==> src/sv/gda_pkg.sv <==
`timescale 1ns / 1ps

package gda_pkg;

    localparam int ADD_WIDTH   = 16;
    localparam int DAY_W       = 17;
    localparam int YEAR_W      = 15;
    localparam int MONTHS      = 12;
    localparam int LEAP_CYCLE  = 400;
    localparam int CENTURY     = 100;

    typedef enum logic [1:0] {
        ST_IDLE,
        ST_MOD,
        ST_WALK,
        ST_DONE
    } gda_state_t;

    typedef struct packed {
        logic load;
        logic mod_step;
        logic walk_step;
        logic result_write;
    } gda_ctrl_t;

    typedef struct packed {
        logic more;
        logic out_busy;
    } gda_stat_t;

    // only the low ADD_WIDTH bits of the day count take part
    function automatic logic [15:0] add_mask();
        logic [15:0] m;
        for (int i = 0; i < 16; i++) begin
            m[i] = (i < ADD_WIDTH);
        end
        return m;
    endfunction

    // leap rule from the year taken modulo 400
    function automatic logic is_leap(input logic [YEAR_W-1:0] ymod);
        logic cent;
        cent = (ymod == YEAR_W'(CENTURY)) || (ymod == YEAR_W'(2 * CENTURY))
            || (ymod == YEAR_W'(3 * CENTURY));
        return (ymod == '0) || (!cent && (ymod[1:0] == 2'b00));
    endfunction

    function automatic logic [4:0] month_length(input logic [3:0] m, input logic leap);
        logic [4:0] len;
        if (m == 4'd2) begin
            len = leap ? 5'd29 : 5'd28;
        end
        else if ((m <= 4'd7 && m[0]) || (m >= 4'd8 && !m[0])) begin
            len = 5'd31;
        end
        else begin
            len = 5'd30;
        end
        return len;
    endfunction

endpackage

==> src/sv/gregorian_date_add_days_core.sv <==
`timescale 1ns / 1ps
// a load step, then the year is reduced modulo 400 by repeated subtraction, then one
// month length is subtracted per step, then the result is written to the output
// register once free; only then is the next word taken, as the subtractor is shared
// a finished word waits in the output register while the next word is taken in
// reset: rst_n asynchronous active low, clears sequencer and output valid

module gregorian_date_add_days_core (
    input  logic        clk,
    input  logic        rst_n,
    input  logic        in_valid,
    output logic        in_ready,
    input  logic [4:0]  start_day,
    input  logic [3:0]  start_month,
    input  logic [13:0] start_year,
    input  logic [15:0] days_to_add,
    output logic        out_valid,
    input  logic        out_ready,
    output logic [4:0]  result_day,
    output logic [3:0]  result_month,
    output logic [13:0] result_year
);
    import gda_pkg::*;

    gda_ctrl_t ctrl;
    gda_stat_t stat;

    gda_ctrl u_ctrl (
        .clk      (clk),
        .rst_n    (rst_n),
        .in_valid (in_valid),
        .in_ready (in_ready),
        .stat     (stat),
        .ctrl     (ctrl)
    );

    gda_dp u_dp (
        .clk          (clk),
        .rst_n        (rst_n),
        .start_day    (start_day),
        .start_month  (start_month),
        .start_year   (start_year),
        .days_to_add  (days_to_add),
        .ctrl         (ctrl),
        .stat         (stat),
        .out_ready    (out_ready),
        .out_valid    (out_valid),
        .result_day   (result_day),
        .result_month (result_month),
        .result_year  (result_year)
    );

endmodule

==> src/sv/gda_ctrl.sv <==
`timescale 1ns / 1ps

module gda_ctrl (
    input  logic                clk,
    input  logic                rst_n,
    input  logic                in_valid,
    output logic                in_ready,
    input  gda_pkg::gda_stat_t  stat,
    output gda_pkg::gda_ctrl_t  ctrl
);
    import gda_pkg::*;

    gda_state_t state_reg;
    gda_state_t state_next;

    always_ff @(posedge clk or negedge rst_n)
    begin
        if (!rst_n)
        begin
            state_reg <= ST_IDLE;
        end
        else
        begin
            state_reg <= state_next;
        end
    end

    always_comb
    begin
        state_next = state_reg;
        unique case (state_reg)
            ST_IDLE:
            begin
                if (in_valid)
                begin
                    state_next = ST_MOD;
                end
            end
            ST_MOD:
            begin
                if (!stat.more)
                begin
                    state_next = ST_WALK;
                end
            end
            ST_WALK:
            begin
                if (!stat.more)
                begin
                    state_next = ST_DONE;
                end
            end
            ST_DONE:
            begin
                if (!stat.out_busy)
                begin
                    state_next = ST_IDLE;
                end
            end
            default:
            begin
                state_next = ST_IDLE;
            end
        endcase
    end

    always_comb
    begin
        in_ready          = 1'b0;
        ctrl              = '0;
        unique case (state_reg)
            ST_IDLE:
            begin
                in_ready  = 1'b1;
                ctrl.load = in_valid;
            end
            ST_MOD:
            begin
                ctrl.mod_step = stat.more;
            end
            ST_WALK:
            begin
                ctrl.walk_step = stat.more;
            end
            ST_DONE:
            begin
                ctrl.result_write = !stat.out_busy;
            end
            default:
            begin
                ctrl = '0;
            end
        endcase
    end

endmodule

==> src/sv/gda_dp.sv <==
`timescale 1ns / 1ps

module gda_dp (
    input  logic                clk,
    input  logic                rst_n,
    input  logic [4:0]          start_day,
    input  logic [3:0]          start_month,
    input  logic [13:0]         start_year,
    input  logic [15:0]         days_to_add,
    input  gda_pkg::gda_ctrl_t  ctrl,
    output gda_pkg::gda_stat_t  stat,
    input  logic                out_ready,
    output logic                out_valid,
    output logic [4:0]          result_day,
    output logic [3:0]          result_month,
    output logic [13:0]         result_year
);
    import gda_pkg::*;

    logic [DAY_W-1:0]  day_reg;
    logic [3:0]        month_reg;
    logic [YEAR_W-1:0] year_reg;
    logic [YEAR_W-1:0] ymod_reg;
    logic              walking_reg;
    logic              out_valid_reg;
    logic [4:0]        res_day_reg;
    logic [3:0]        res_month_reg;
    logic [13:0]       res_year_reg;

    logic [3:0]        m_init;
    logic [YEAR_W-1:0] y_init;
    logic [DAY_W-1:0]  d_init;
    logic [4:0]        mlen;
    logic [DAY_W:0]    op_a;
    logic [DAY_W:0]    op_b;
    logic [DAY_W:0]    diff;
    logic              borrow;

    always_comb
    begin
        m_init = start_month;
        y_init = YEAR_W'(start_year);
        if (start_month == 4'd0)
        begin
            m_init = 4'd1;
        end
        else if (start_month > 4'(MONTHS))
        begin
            m_init = start_month - 4'(MONTHS);
            y_init = YEAR_W'(start_year) + YEAR_W'(1);
        end
        d_init = DAY_W'(start_day) + DAY_W'(days_to_add & add_mask());
    end

    assign mlen = month_length(month_reg, is_leap(ymod_reg));

    // shared subtractor: year reduction mod 400, then month-by-month walk
    always_comb
    begin
        if (walking_reg)
        begin
            op_a = (DAY_W+1)'(day_reg);
            op_b = (DAY_W+1)'(mlen);
        end
        else
        begin
            op_a = (DAY_W+1)'(ymod_reg);
            op_b = (DAY_W+1)'(LEAP_CYCLE);
        end
    end

    assign diff   = op_a - op_b;
    assign borrow = diff[DAY_W];

    assign stat.more     = walking_reg ? (!borrow && (diff != '0)) : !borrow;
    assign stat.out_busy = out_valid_reg && !out_ready;

    always_ff @(posedge clk or negedge rst_n)
    begin
        if (!rst_n)
        begin
            walking_reg <= 1'b0;
        end
        else if (ctrl.load)
        begin
            walking_reg <= 1'b0;
        end
        else if (!walking_reg && !stat.more)
        begin
            walking_reg <= 1'b1;
        end
    end

    always_ff @(posedge clk)
    begin
        if (ctrl.load)
        begin
            day_reg   <= d_init;
            month_reg <= m_init;
            year_reg  <= y_init;
            ymod_reg  <= y_init;
        end
        else if (ctrl.mod_step)
        begin
            ymod_reg <= diff[YEAR_W-1:0];
        end
        else if (ctrl.walk_step)
        begin
            day_reg <= diff[DAY_W-1:0];
            if (month_reg >= 4'(MONTHS))
            begin
                month_reg <= 4'd1;
                year_reg  <= year_reg + YEAR_W'(1);
                ymod_reg  <= (ymod_reg == YEAR_W'(LEAP_CYCLE - 1)) ? '0
                             : ymod_reg + YEAR_W'(1);
            end
            else
            begin
                month_reg <= month_reg + 4'd1;
            end
        end
    end

    // output word register, lets the next item start while a result waits
    always_ff @(posedge clk or negedge rst_n)
    begin
        if (!rst_n)
        begin
            out_valid_reg <= 1'b0;
        end
        else if (ctrl.result_write)
        begin
            out_valid_reg <= 1'b1;
        end
        else if (out_ready)
        begin
            out_valid_reg <= 1'b0;
        end
    end

    always_ff @(posedge clk)
    begin
        if (ctrl.result_write)
        begin
            res_day_reg   <= day_reg[4:0];
            res_month_reg <= month_reg;
            res_year_reg  <= year_reg[13:0];
        end
    end

    assign out_valid    = out_valid_reg;
    assign result_day   = res_day_reg;
    assign result_month = res_month_reg;
    assign result_year  = res_year_reg;

endmodule

==> config.mk <==
export PLATFORM = sky130hd
export DESIGN_NAME = gregorian_date_add_days_core
export DESIGN_NICKNAME = d
export VERILOG_FILES = /design/src/sv/gda_pkg.sv /design/src/sv/gregorian_date_add_days_core.sv /design/src/sv/gda_ctrl.sv /design/src/sv/gda_dp.sv
export SDC_FILE = /design/constraint.sdc
export NUM_CORES = 1
export LEC_CHECK = 0
export ABC_AREA = 1
export BUFFER_PORTS_ARGS = -buffer_cell sky130_fd_sc_hd__buf_2
export CAP_MARGIN = 30
export CORE_ASPECT_RATIO = 1.4
export CORE_MARGIN = 2
export CORE_UTILIZATION = 45
export CTS_CLUSTER_SIZE = 10
export DETAILED_ROUTE_END_ITERATION = 12
export GPL_ROUTABILITY_DRIVEN = 0
export HOLD_SLACK_MARGIN = 0.08
export PLACE_DENSITY_LB_ADDON = 0.12
export SLEW_MARGIN = 20
export SYNTH_ARGS = -nofsm -noshare
export SYNTH_HDL_FRONTEND = slang
export SYNTH_SLANG_ARGS = --single-unit
==> constraint.sdc <==
create_clock -name clk -period 3.8 [get_ports clk]
set_clock_uncertainty 0.15 [all_clocks]
set_input_delay 0.76 -clock clk [delete_from_list [all_inputs] [get_ports clk]]
set_output_delay 0.76 -clock clk [all_outputs]
set_load 0.01 [all_outputs]
# Word level (Yosys, flattened, before mapping)
# Index checks and enable logic that the tools add are counted.
op_classes:
  eq_ne: 13
  n_addsub: 7
  magnitude_cmp: 4
  muxes: 40
  n_reduce_logical: 32
op_table:
  columns: ["cell", "n"]
  rows:
  - ["$mux W15", 11]
  - ["$mux W17", 4]
  - ["$add A15 B1 Y15 const B", 2]
  - ["$eq A15 B9 Y1 const B", 2]
  - ["$mux W4", 6]
  - ["$reduce_bool A18 Y1", 1]
  - ["$sub A17 B9 Y18", 1]
  - ["$add A5 B16 Y17", 1]
  - ["$add A14 B1 Y15 const B", 1]
  - ["$eq A15 B7 Y1 const B", 1]
  - ["$eq A15 B8 Y1 const B", 1]
  - ["$logic_not A15 Y1", 1]
  - ["$mux W1", 12]
  - ["$mux W9", 1]
  - ["$ge A4 B4 Y1 const B", 2]
  - ["$mux W2", 4]
  - ["$ne A2 B2 Y1 const B", 4]
  - ["$pmux W2 S4", 1]
  - ["$reduce_bool A2 Y1", 4]
  - ["$logic_not A1 Y1", 7]
  - ["$logic_and A1 B1 Y1", 6]
  - ["$reduce_bool A3 Y1", 2]
  - ["$mux W5", 1]
  - ["$add A4 B1 Y4 const B", 1]
  - ["other kinds (13)", 19]
word_totals:
  in_bits: 43
  out_inout_bits: 25
  regBits: 78
  elab_cells: 106

# Depth between registers and ports, before layout
logic_depth:
  ltp_word: 17
  mapped_depth: 25
  ltp_nobuf: 24

# Hierarchy
# From an unflattened synthesis, not the netlist that was laid out.
unflattened:
  cells_unflattened: 734
  area_unflattened_um2: 5465.2
modules_own_cells:
  columns: ["module", "instances", "cells_each", "seq_area_each_um2", "area_per_inst_um2"]
  rows:
  - ["gda_dp", 1, 701, 2242.2, 5247.5]
  - ["gda_ctrl", 1, 33, 50.0, 217.7]

# Worst setup path after synthesis
# OpenSTA, ideal clock, no wires.
synth_timing:
  kind: "register to register"
  start: "register u_dp.ymod_reg[3]"
  end: "register u_dp.year_reg[0] (enable)"
  setup_slack_ns: -0.207
  setup_ns: 0.384
  path_buffers: 1
  stages_incl_launch_ff: 23
  period_less_slack_ns: 4.007
  arrival_time_ns: 3.473
  t_required_ns: 3.266
  path_cell_list: "edfxtp_1 -> inv_1 -> nor2_1 -> nand3_1 -> o32ai_1 -> nand3_1 -> nand4_1 -> o21ai_0 -> ha_1 -> fa_1 -> inv_1 -> nand3_1 -> nand2_1 -> nand2_1 -> nand2_2 -> xor2_2 -> nand3_1 -> nor2_2 -> nand3_2 -> nand3_4 -> buf_6 -> nor2_1 -> nor2_1"
synth_between:
  elab_chain_len: 16
  word_cells_on_any_way: 23
  classes_between: "1 x add/sub; 4 x eq/ne; 7 x mux; 11 x reduce/logical"
synth_rtl:
  columns: ["element", "line", "text"]
  rows:
  - ["start, declared", "gda_dp.sv:23", "logic [YEAR_W-1:0] ymod_reg;"]
  - ["start signal, assigned", "gda_dp.sv:101", "ymod_reg <= y_init;"]
  - ["start signal, assigned", "gda_dp.sv:105", "ymod_reg <= diff[YEAR_W-1:0];"]
  - ["start signal, assigned", "gda_dp.sv:114", "ymod_reg <= (ymod_reg == YEAR_W'(LEAP_CYCLE - 1)) ? '0"]
  - ["$eq A15 B7 Y1 / $eq A15 B8 Y1 (equally long branches)", "gda_pkg.sv:43", "cent = (ymod == YEAR_W'(CENTURY)) || (ymod == YEAR_W'(2 * CENTURY))"]
  - ["$logic_or A1 B1 Y1", "gda_pkg.sv:43", null]
  - ["$logic_or A1 B1 Y1", "gda_pkg.sv:44", "|| (ymod == YEAR_W'(3 * CENTURY));"]
  - ["$logic_not A1 Y1", "gda_pkg.sv:45", "return (ymod == '0) || (!cent && (ymod[1:0] == 2'b00));"]
  - ["$logic_and A1 B1 Y1", "gda_pkg.sv:45", null]
  - ["$logic_or A1 B1 Y1", "gda_pkg.sv:45", null]
  - ["$mux W1", "gda_pkg.sv:51", "len = leap ? 5'd29 : 5'd28;"]
  - ["$mux W5", "gda_pkg.sv:50", "if (m == 4'd2) begin"]
  - ["$mux W9", "gda_dp.sv:60", "if (walking_reg)"]
  - ["$sub A17 B9 Y18 *", "gda_dp.sv:72", "assign diff = op_a - op_b;"]
  - ["$reduce_bool A18 Y1 / $logic_not A1 Y1 (equally long branches)", "gda_dp.sv:75", "assign stat.more = walking_reg ? (!borrow && (diff != '0)) : !borrow;"]
  - ["$logic_and A1 B1 Y1", "gda_dp.sv:75", null]
  - ["$mux W1 *", "gda_dp.sv:75", null]
  - ["$mux W1", "gda_ctrl.sv:71", "unique case (state_reg)"]
  - ["$ne A2 B1 Y1 (no source line) / $reduce_bool A2 Y1 (equally long branches)", null, null]
  - ["$reduce_and A3 Y1 (no source line) *", null, null]
  - ["end signal, assigned", "gda_dp.sv:100", "year_reg <= y_init;"]
  - ["end signal, assigned", "gda_dp.sv:113", "year_reg <= year_reg + YEAR_W'(1);"]
  - ["end, declared", "gda_dp.sv:22", "logic [YEAR_W-1:0] year_reg;"]
# Mark *: on every way between the ends. The rest lies on a longest branch, timed or not.
# A chain may end at the register's enable or synchronous reset.

# Worst setup path in the final report
layout_timing:
  start: "register u_dp.ymod_reg[3]"
  end: "register u_dp.day_reg[11] (enable)"
layout_between:
  elab_chain_len: 16
  word_cells_on_any_way: 23
  classes_between: "1 x add/sub; 4 x eq/ne; 7 x mux; 11 x reduce/logical"
layout_rtl:
  columns: ["element", "line", "text"]
  rows:
  - ["$eq A15 B7 Y1 / $eq A15 B8 Y1 (equally long branches)", "gda_pkg.sv:43", null]
  - ["$logic_or A1 B1 Y1", "gda_pkg.sv:43", null]
  - ["$logic_or A1 B1 Y1", "gda_pkg.sv:44", null]
  - ["$logic_not A1 Y1", "gda_pkg.sv:45", null]
  - ["$logic_and A1 B1 Y1", "gda_pkg.sv:45", null]
  - ["$logic_or A1 B1 Y1", "gda_pkg.sv:45", null]
  - ["$mux W1", "gda_pkg.sv:51", null]
  - ["$mux W5", "gda_pkg.sv:50", null]
  - ["$mux W9", "gda_dp.sv:60", null]
  - ["$sub A17 B9 Y18 *", "gda_dp.sv:72", null]
  - ["$reduce_bool A18 Y1 / $logic_not A1 Y1 (equally long branches)", "gda_dp.sv:75", null]
  - ["$logic_and A1 B1 Y1", "gda_dp.sv:75", null]
  - ["$mux W1 *", "gda_dp.sv:75", null]
  - ["$mux W1", "gda_ctrl.sv:71", null]
  - ["$ne A2 B1 Y1 (no source line) / $reduce_bool A2 Y1 (equally long branches)", null, null]
  - ["$reduce_and A2 Y1 (no source line) *", null, null]
  - ["end signal, assigned", "gda_dp.sv:98", "day_reg <= d_init;"]
  - ["end signal, assigned", "gda_dp.sv:109", "day_reg <= diff[DAY_W-1:0];"]
  - ["end, declared", "gda_dp.sv:20", "logic [DAY_W-1:0] day_reg;"]
# Marks and branches as above.

==> metrics <==
first-pass GRT wire length=approximately 24 mm; WHS=329.5 ps; die height=135.7 µm; actual slew at the worst max-slew pin=between 700 and 800 ps; initial antenna violation count=0; Routed WL=roughly 15 mm; Setup crit end kind=flop; IO Count=68; Worst slew margin=51.93%; Leak=approximately 0.0032 µW; Synth top area share=between 30 and 40%; pin count of the biggest net entering global routing=43; power consumption=6385 µW; GR Util met1=27.07%; IO buf count=between 60 and 70; gr usage total=22.64%; largest family of logic cells by synthesized area=simple AND/OR/NAND/NOR gates; Seq/Total Area, Yosys=41.11%; Cell Area, Placed=6281 µm²; Hold Violations, Final=0; Synth Area in XOR/XNOR=under 10%; Post-Synthesis Cells=approximately 730; Synth area leader=edfxtp_1; routed vias=around 5.3k; mux cell area share after synthesis=0%; Worst-Skew Late Latency=roughly 340 ps; outcome=finished, final reports clean; Most Used Layer, Global Route=met2; final non-filler cell area=between 6000 and 7000 µm²; syn avg cell area=7.606 µm²; Clock transition at path regs=70 ps; Compound-Gate Fraction of Synth Area=roughly 9%; area grow syn2layout=22.58%; grt total ovfl=0; Root Buffer=clkbuf_16; main flop type after synthesis=edfxtp_1; Mapped Area=between 5000 and 6000 µm²; async set-or-reset flop fraction in the synthesized netlist=5.195%; fmax=265.2 MHz; post-synth cell types=42; number of flops mapped to enable cells by yosys=73; Global Route met3 Usage=2.838%; GRT met2 Usage=roughly two fifths; CTS H-Tree Depth=3; Max IR drop VDD=0.6020 mV; simple-gate portion of the synthesized area=between 30% and 40%; dpl cells=about 960; Hold Path Class=reg2reg; syn_nets=approximately 800; pwr/cell area=~930 nW/µm²; FP Rows=48; final net count=between 900 and 1k; flop and latch count out of synthesis=77; full die area=between 10000 and 15000 µm²; Num CTS Buffers=9; Largest register FFs=17; routed length per instance=between 10 and 15 µm; Req. time, crit path=3710 ps; RSZ-0062 raised after global routing=true; worst setup path class=reg2reg; Final Non-Filler Cells=996; crit path launch type=flop; core area=12190 µm²; layout cells sized above 1=~22%; die width=roughly 98 µm; Final HPWL DP=approximately 11 mm; Starting Density=a little under half; Final Max Tran Viols=0; Final Setup Violations=0; DRT Pass-1 Iters=5; Syn. warnings=0; drt via density=5.278; CP Max Fanout=12; Remaining DRCs=0; CTS tree=yes; Max Cap Viol=0; ANT cells=0; clock buffer depth=2; number of global-route vias before repair=just over 5k; Worst Path Arrival=3680 ps; CTS sink count=77; Post-DRT Antenna Nets=0; adder-cell share of the synthesized area=approximately 5.2%; DR iter-0 viols=305; ranking of synthesized cells by area=edfxtp_1, nand2_1, nand3_1, inv_1, nor2_1; Final min period=3770 ps; period utilization=between 90% and 100%
-- power by group --
part           total (µW)  leakage [µW]  switching (µW)  internal (µW)
Combinational        3680       0.00229            2250           1440
Clock                 939      0.000153             367            573
Sequential           1770      0.000738             222           1540
-- repair_timing --
| action | in CTS | in global routing |
|---|---|---|
| cloned | 0 | 1 |
| hold buffers | 1 | 0 |
| buffers inserted | 2 | 12 |
| hold endpoints to repair | 4 | 0 |
| pin swaps | 0 | 13 |
| endpoints found under the setup margin | 14 | 65 |
| gates resized for setup | 1 | 29 |
-- per-layer routing --
layer	share of wire, %	vias to the layer above
li1	-	2650
met1	42	2467
met2	52	108
met3	3.6	32
met4	2.5	0
met5	0	-
-- Yosys cell counts (all sizes together) (9+ instances only) --
library cell  count
a21oi            17
buf               9
clkbuf            9
edfxtp           73
ha               20
inv              98
nand2           206
nand3            84
nand4            11
nor2             82
nor3             17
o21ai            49
xor2             15
-- through the flow --
stage	setup WS, ps	setup TNS (ps)	util (%)
floorplan	9.041	0	-
global placement	179.0	0	51.52
detailed placement	21.20	0	51.52
CTS	4.970	0	54.36
global route	-165.9	-7565	56.06
finish	29.52	0	56.06
-- placed cells by master, fill, tap and decap left out, types with 4 or more instances in the layout --
cell type  count
a21oi_1       16
a31oi_1        5
buf_12         4
buf_2         67
buf_4         41
clkbuf_16     10
dfrtp_1        4
edfxtp_1      73
ha_1          19
inv_1         91
inv_2          6
nand2_1      186
nand2_2       18
nand3_1       77
nand3_2        5
nand3b_1       8
nand4_1       11
nor2_1        73
nor2_2         5
nor2_4         4
nor3_1        15
o21ai_0       37
o21ai_1        5
o21ai_2        6
o22ai_1        5
xnor2_1        4
xor2_1        14
-- path summary, 6_finish.rpt --
kind / from / to / slack, ps / cells past startpoint
min: u_dp.day_reg[1] / u_dp.result_day[1] / 330 / 0
min reg2reg: u_dp.day_reg[1] / u_dp.result_day[1] / 330 / 0
min in group asynchronous: rst_n / u_dp.walking_reg / 610 / 2
max: u_dp.ymod_reg[3] / u_dp.day_reg[11] / 30 / 23
max reg2reg: u_dp.ymod_reg[3] / u_dp.day_reg[11] / 30 / 23
max in group asynchronous: rst_n / u_ctrl.state_reg[0] / 2750 / 2
-- layout make-up --
type | count | area (µm²)
flip-flops and latches | 77 | 2292
fillers | 1156 | 5358
multi-input cells | 540 | 2900
clock buffers | 9 | 225.2
inverters | 98 | 370.4
clock inverters | 7 | 88.84
repair buffers | 115 | 769.5
well taps | 150 | 187.7
-- cell families (layout without fill, tap and decap cells) --
family | after synthesis | count (layout)
and+or+nand+nor | 412 | 412
buffers and inverters | 116 | 229
xor gates and xnor gates | 19 | 19
AOI/OAI and AO/OA | 87 | 87
DFF | 77 | 77
adders and majority gates | 22 | 22
-- critical path, cell delays in order (launching register included) --
cell and delay (ps):
edfxtp_1 360, inv_2 70, nor2_4 110, nand3_2 90
o32ai_2 250, nand3_1 130, nand4_1 90, o21ai_1 70
ha_2 210, fa_2 350, inv_2 90, nand3_2 90
nand2_2 100, nand2_1 60, nand2_1 80, nand3_1 80
nor2_1 90, nand3_1 100, nor2_2 130, nand3_2 160
nand3_4 190, inv_4 60, o21ai_4 190, buf_12 180
No activity file was read; power rests on OpenSTA's default activity.
